==> config.mk <==
export PLATFORM = sky130hd
export DESIGN_NAME = spq_cell
export DESIGN_NICKNAME = d
export VERILOG_FILES = /design/src/hdl/spq_pkg.sv /design/src/hdl/spq_cell.sv
export SDC_FILE = /design/constraint.sdc
export NUM_CORES = 1
export LEC_CHECK = 0
export ABC_AREA = 1
export BUFFER_PORTS_ARGS = -buffer_cell sky130_fd_sc_hd__buf_2
export CORE_MARGIN = 2
export CORE_UTILIZATION = 30
export CTS_CLUSTER_SIZE = 8
export DETAILED_ROUTE_END_ITERATION = 8
export SETUP_SLACK_MARGIN = 0.3
export SKIP_CTS_REPAIR_TIMING = 1
export SLEW_MARGIN = 30
export SYNTH_ARGS = -nofsm -noshare
export SYNTH_HDL_FRONTEND = slang
export SYNTH_SLANG_ARGS = --single-unit
==> constraint.sdc <==
create_clock -name aclk -period 2.2 [get_ports aclk]
set_clock_uncertainty 0.15 [all_clocks]
set_input_delay 0 -clock aclk [delete_from_list [all_inputs] [get_ports aclk]]
set_output_delay 0 -clock aclk [all_outputs]
set_load 0.01 [all_outputs]
==> src/hdl/spq_pkg.sv <==
// ----------------------------------------------------------------------------
// spq_pkg: shared types and defaults for the sorted priority queue
// Default sizes and the per-cycle command that every cell of the chain sees.
// ----------------------------------------------------------------------------
package spq_pkg;

    // default sizes
    localparam int DEPTH_DEF        = 128;
    localparam int KEY_BITS_DEF     = 8;
    localparam int PAYLOAD_BITS_DEF = 8;

    // request kinds carried on s_tuser
    typedef enum logic {
        REQ_INSERT = 1'b0,
        REQ_POP    = 1'b1
    } spq_req_t;

    // command broadcast to every cell in a cycle
    typedef struct packed {
        logic shift_in;   // insert: open a slot and shift the tail right
        logic shift_out;  // pop: shift everything left by one
    } spq_cmd_t;

endpackage

==> src/hdl/spq_cell.sv <==
// ----------------------------------------------------------------------------
// spq_cell: one slot of the sorted chain
// Holds one key/payload pair, compares it with the broadcast key and takes
// the new entry, its left neighbor's entry or its right neighbor's entry.
// ----------------------------------------------------------------------------
module spq_cell #(
    parameter int KEY_BITS     = spq_pkg::KEY_BITS_DEF,
    parameter int PAYLOAD_BITS = spq_pkg::PAYLOAD_BITS_DEF,
    parameter int CNT_BITS     = 8,
    parameter int INDEX        = 0
) (
    input  logic                           aclk,
    input  spq_pkg::spq_cmd_t              cmd,
    input  logic        [CNT_BITS-1:0]     count,
    input  logic signed [KEY_BITS-1:0]     new_key,
    input  logic signed [PAYLOAD_BITS-1:0] new_payload,
    input  logic signed [KEY_BITS-1:0]     prev_key,
    input  logic signed [PAYLOAD_BITS-1:0] prev_payload,
    input  logic                           prev_after,
    input  logic signed [KEY_BITS-1:0]     next_key,
    input  logic signed [PAYLOAD_BITS-1:0] next_payload,
    output logic signed [KEY_BITS-1:0]     key,
    output logic signed [PAYLOAD_BITS-1:0] payload,
    output logic                           after
);

    logic signed [KEY_BITS-1:0]     key_reg, key_next;
    logic signed [PAYLOAD_BITS-1:0] payload_reg, payload_next;
    logic                           occupied;

    // slot holds a live entry that stays ahead of the new key
    assign occupied = CNT_BITS'(INDEX) < count;
    assign after    = occupied && (key_reg <= new_key);

    // slot select
    always_comb begin
        key_next     = key_reg;
        payload_next = payload_reg;
        if (cmd.shift_in) begin
            if (!after) begin
                if (prev_after) begin
                    key_next     = new_key;
                    payload_next = new_payload;
                end else begin
                    key_next     = prev_key;
                    payload_next = prev_payload;
                end
            end
        end else if (cmd.shift_out) begin
            key_next     = next_key;
            payload_next = next_payload;
        end
    end

    // payload storage, no reset needed
    always_ff @(posedge aclk) begin
        key_reg     <= key_next;
        payload_reg <= payload_next;
    end

    assign key     = key_reg;
    assign payload = payload_reg;

endmodule

# Word level (Yosys, flattened, before mapping)
# Index checks and enable logic that the tools add are counted.
[word_totals]
output_inout_bits = 17
regBits = 16
input_bits = 60
wordCells = 16
[classes]
mux = 8
n_lt_le_gt_ge = 2
reduce_logical = 3
eq_ne = 1
[ops]
columns = ["cell", "count"]
rows = [
  ["two-way mux 8 bit", 8],
  ["<= comparator 8 bit", 1],
  ["< comparator 1 x 8 -> 1 bit (first input constant)", 1],
  ["!= test 2 bit (second input constant)", 1],
  ["AND reduction 2 bit", 1],
  ["nonzero test 2 bit", 1],
  ["logical AND 1 bit", 1],
]

# Longest topological paths before layout
# Gate-level depths: netlist of the first run.
[depth]
word_depth = 4
mapped_depth = 14
depth_no_buf = 14

# Worst setup path before layout of the first run
# Ideal clock, no wire load.
[synth_timing]
path_type = "flip-flop to flip-flop"
startpoint = "register key_reg[7], in the netlist key[7]"
endpoint = "register key_reg[0], in the netlist key[0] (enable)"
synth_period_minus_slack_ps = 2180
slack_ps = 20
setup_ps = 372
path_stages_with_launch = 10
n_path_buf = 0
t_required_ps = 1678
arrival_time_ps = 1659
cell_sequence = "edfxtp_1 -> ha_1 -> a21o_1 -> nor2_2 -> nand2_1 -> nand2_1 -> nand3_1 -> nand2_1 -> nand2_1 -> nand2_1"
[synth_between]
elab_chain_len = 4
[synth_lines]
columns = ["item", "line_no", "source"]
rows = [
  ["from (decl)", "spq_cell.sv:27", "logic signed [KEY_BITS-1:0] key_reg, key_next;"],
  ["from (signal assigned)", "spq_cell.sv:57", "key_reg <= key_next;"],
  ["<= comparator 8 bit", "spq_cell.sv:33", "assign after = occupied && (key_reg <= new_key);"],
  ["logical AND 1 bit", "spq_cell.sv:33", ""],
  ["!= test 2 bit (no source line)", "--", ""],
  ["AND reduction 2 bit (no source line)", "--", ""],
]
# Every way passes these cells.
# A chain may end at the register's enable or synchronous reset.

# Worst setup path after layout of the first run
[layout_timing]
startpoint = "register key_reg[1], in the netlist key[1]"
endpoint = "register key_reg[1], in the netlist key[1] (enable)"
# Same word-level chain as after synthesis.

==> results.txt, run 1 <==
Status - finished with violations
Failing checks - negative hold slack
Cell Count Post-Placement - 251
Max Fclk - 510 MHz
Finished Cell Area - 1910 sq um
Initial Utilization - 31.6%
Core ar. - 3360 sq um
Slew Limit Fails - 0
Final worst path period share - 89.1%
Final WS setup - 0.239 ns
Antenna viol nets, final - 0
Drt first-iter violations - 64
Post-synthesis mux area share - 0%
GR Util All Layers - 15.1%
Post-place setup slack - 0.163 ns
DR pass1 iterations - 4
Row count - 21
Max Cap Viol - 0
Share of cells above drive strength 1 - 39.1%
# clock sinks - 16
Vias in the first global route - 1047
Number of distinct library cells after synthesis - 16
Main combinational cell family by area after synthesis - simple AND/OR/NAND/NOR gates
Largest net degree at the start of global routing - 19
Yosys warns - 0
Port bufs - 76
First-pass GRT wire length - 4.72 mm
Setup slack, reg-to-reg - 0.24 ns
Setup_tns - 0 ns
Most frequent cells in the layout - buf_2, dlygate4sd3_1, nand2_1, nor2_1, o21ai_0
Overall power - 0.948 mW
Post-synthesis register bit count - 16
Worst hold start - prev_key[0]
Cells after synthesis - 133
Total leakage power - 0.941 nW
Area post-placement - 1500 sq um
Crit path DAT - 1.81 ns
Layout Area Growth over Synthesis - 79.6%
CP Capture Type - flip-flop
Mapped Area - 1060 sq um
Post-Synth Adder-Cell Area - 9.42%
Reg-to-reg endpoint - key[1]
Full die area - 4030 sq um
WHS Path Cells - 3
Initial antenna violation count - 0
DRC viols - 0
Post-Layout Cell Count - 289
Wire length per cell - 12.5 um
IO Pins - 77
Vias/cell - 4.71
GP Congestion - 0.722
Commonest non-fill, non-tap cell in the layout - buf_2
Routed vias - 1362
Final Hold Viols - 1
Hpwl dp - 2.42 mm
Worst EP required - 2.05 ns
Hold slack - -0.0429 ns
Reg2reg start - key[1]
Hold Path Sink - key[0]
Crit Path Category - flip-flop to flip-flop
Synthesized area per cell - 7.99 sq um
Post-synthesis compound-gate area fraction - 16.7%
Worst rel slew slack - 76.9%
Min-delay worst type - input port to flip-flop
Number of buffers created by CTS - 3
Die height - 63.5 um
Sequential share of the synthesized area - 45.2%
Synthesized net count - 201
CTS root buf - clkbuf_4
CTS tree - yes
Grt ovf - 0
Register-to-Register Path Depth - 12
Max IR drop VDD - 0.000265 V
Pwr dens - 497 nW/um^2
Die W - 63.5 um
H-tree levels - 1
Clk_lat worst skew - 0.28 ns
Total routed wirelength - 3.62 mm
Worst slew pin tran - 0.345 ns
Fin crit period - 1.96 ns
Max FO, Critical Path - 8
Setup violators final - 0
CP Launch Point - key[1]
Diode count - 0
Max clock buf depth - 2
Nets - 313
Simple-gate share of the synthesized area - 20.8%
Synth Area in XOR/XNOR - 0%
Post-layout util - 56.7%
CP startpoint kind - flip-flop
Reg clk slew, reported paths - 0.09 ns
RSZ-0062 raised after global routing - true
-- logic make-up (layout without fill, tap and decap cells) --
kind of cell | count (synthesis) | in the layout
AO/OA/AOI/OAI | 35 | 35
AND/OR/NAND/NOR | 55 | 56
flip-flops | 16 | 16
adder cells (fa/ha/maj) | 8 | 8
buffers and inverters | 19 | 128
-- synthesized netlist by cell type (all sizes together) --
cell | n | area, sq um
edfxtp | 16 | 480
o21ai | 32 | 160
ha | 8 | 100
nor2 | 19 | 76.3
buf | 4 | 26.3
inv | 15 | 56.3
nand4 | 1 | 6.26
a21oi | 2 | 10.0
nand3 | 2 | 10.0
nor4 | 2 | 12.5
nand2 | 31 | 116
a21o | 1 | 7.51
-- worst max-delay path, stage by stage (launching register included) --
cell and delay, ns:
edfxtp_1 0.41, ha_1 0.31, nand2_1 0.07, nand2_1 0.06
nand2_2 0.06, nand2_1 0.04, nand2_1 0.07, nand2_1 0.05
nand2_1 0.07, nand3_2 0.06, nand2_2 0.09, nand2_4 0.10
nand2_8 0.13
-- how the worst max path moves through the flow --
stage,endpoint,slack (ns)
6_report,key[1],0.24
5_1_grt,payload[4],0.14
4_1_cts,payload[1],0.15
3_5_place_dp,payload[1],0.16
3_3_place_gp,payload[1],0.19
2_1_floorplan,key[0],0.28
-- layout make-up --
cell class                 count  area [sq um]
fill                         350          1460
timing repair buffer         110           713
multi-input combinational     99           578
sequential                    16           480
tap                           46          57.6
inverter                      15          56.3
clock buffer                   3          22.5
-- layer usage --
layer	up-vias	GRT usage, %	wire, um
li1	673	-	-
met3	6	3.93	274
met2	66	23.4	1820
met1	617	19.7	1470
met4	0	6.52	55
met5	-	0	0
-- power by group --
part           internal, mW  switching, mW
clock                0.0635         0.0897
combinational         0.193          0.193
sequential            0.391         0.0173
(Power assumes the default switching activity.)
==> inputs of run 2 (changes only) <==
Settings changed: CORE_ASPECT_RATIO from default to 1.1, GPL_TIMING_DRIVEN from default to 0.
==> run 2 against run 1 <==
  * The flow now finishes without violations
  * Flip-flop and latch count unchanged
  * Utilization increased by 2.3 points
  * Global-route usage increased by 1.4 points
  * Fmax increased by 1.3%
  * Cell count increased by 2.8%
  * Combinational power increased by 6.5%
  * Sequential share of layout area decreased by 0.94 points
  * Non-clock buffer count increased by 5
  * First-iteration DRC count decreased by 70%
  * Via count decreased by 0.51%
  * Register-to-register slack improved by 0.02 ns
  * Die area about the same
  * Critical path type unchanged
==> results.txt, run 2 (synthesized netlist as in run 1, its figures left out) <==
Crit path largest cell delay - 0.45 ns
Routed vias - 1355
Vias in the first global route - 1097
Filler Cell Count - 324
Finished Cell Area - 1980 sq um
CTS root buf - clkbuf_4
Setup_tns - 0 ns
Hold slack - 0.165 ns
Share of cells above drive strength 1 - 41.4%
Port bufs - 76
DR pass1 iterations - 4
Worst path slowest cell - edfxtp_1
Full die area - 4030 sq um
Max Fclk - 516 MHz
Nets - 318
Antenna viol nets, final - 0
H-tree levels - 1
Reg clk slew, reported paths - 0.11 ns
Crit Path Category - flip-flop to flip-flop
Internal - 0.665 mW
Sw power - 0.325 mW
Max FO, Critical Path - 8
Total routed wirelength - 3.79 mm
Max clock buf depth - 2
Layout Area Growth over Synthesis - 86.6%
Drt first-iter violations - 19
RSZ-0062 raised after global routing - true
Fin crit period - 1.94 ns
Setup violators final - 0
Initial Utilization - 31.6%
# clock sinks - 16
Wire length per cell - 12.8 um
Crit path DAT - 1.79 ns
First-pass GRT wire length - 5.06 mm
Worst-path cell chain - ha_4, a21o_1, nor2_2, nand2_1, nand2_1, nand3_2, nand2_2, nand2_4, nand2_8
Reg area - 480 sq um
CTS tree - yes
Flop pwr share - 41.6%
Cell family with most CP delay - simple AND/OR/NAND/NOR gates
Pwr dens - 500 nW/um^2
Diode count - 0
CP startpoint kind - flip-flop
Logic pwr share - 41.5%
Final worst path period share - 88.0%
Post-layout util - 59.0%
GP Congestion - 0.762
Worst slew pin tran - 0.366 ns
Combined buffer and inverter count along the critical path - 0
Post-Layout Cell Count - 297
Die W - 60.7 um
Die height - 66.4 um
Row count - 22
Initial antenna violation count - 0
Total leakage power - 0.965 nW
Most frequent cells in the layout - buf_2, dlygate4sd3_1, nand2_1, nor2_1, o21ai_0
Net Sw Frac - 32.8%
Commonest non-fill, non-tap cell in the layout - buf_2
Worst EP required - 2.06 ns
Clk_lat worst skew - 0.29 ns
Number of buffers created by CTS - 3
Core ar. - 3360 sq um
IO Pins - 77
Max IR drop VDD - 0.000302 V
Post-place setup slack - 0.162 ns
Area of the multi-input gates - 609 sq um
Hpwl dp - 2.52 mm
CP most frequent cell - nand2_1
Grt ovf - 0
Vias/cell - 4.56
Area post-placement - 1530 sq um
CP Capture Type - flip-flop
Status - complete, no violations
Final WS setup - 0.263 ns
DRC viols - 0
Worst rel slew slack - 75.5%
Max Cap Viol - 0
Overall power - 0.990 mW
GR Util All Layers - 16.5%
Final Hold Viols - 0
Cell Count Post-Placement - 257
Clock power share - 17.0%
Largest net degree at the start of global routing - 17
Min-delay worst type - input port to flip-flop
Slew Limit Fails - 0
## run 2: changes by cell type in the layout (fill, tap and decap cells not counted), sizes merged
cell         change
dlygate4sd3      +1
buf              +4
clkinv           +1
## run 2: area by class of cell
class,instances,share of cell area [%]
inverter,15,2.84
multi-input combinational,99,30.7
clock buffer,3,1.14
timing repair buffer,111,36.5
buffer,4,1.33
tap,48,3.03
clock inverter,1,0.189
sequential,16,24.2
## run 2: worst paths after layout
kind               start  endpoint  slack (ns)  cells past startpoint
hold / removal    cmd[0]    key[1]        0.16                      3
setup / recovery  key[7]    key[6]        0.26                      9
setup reg to reg  key[7]    key[6]        0.26                      9
hold reg to reg   key[1]    key[1]        1.02                      6
## run 2: power groups by stage
stage / combinational (mW) / clock [mW] / sequential [mW]
CTS: 0.296 / 0.172 / 0.409
detailed placement: 0.295 / 0 / 0.416
finish: 0.411 / 0.168 / 0.411
global placement: 0.293 / 0 / 0.414
global route: 0.454 / 0.185 / 0.415
floorplan: 0.137 / 0 / 0.436
## run 2: tightest hold or removal path, stage by stage
cell and delay (ns):
buf_2 0.08, nand2_1 0.22, nand2_8 0.18
## run 2: metal layers
metal  up-vias  wire (um)  track usage, %  part of all wire [%]
li1        686          -               -                     -
met5         -          0               0                     0
met4         0         27            4.89                  0.71
met1       629       1590            22.0                    42
met2        38       2000            27.7                    53
met3         2        170            1.57                   4.5
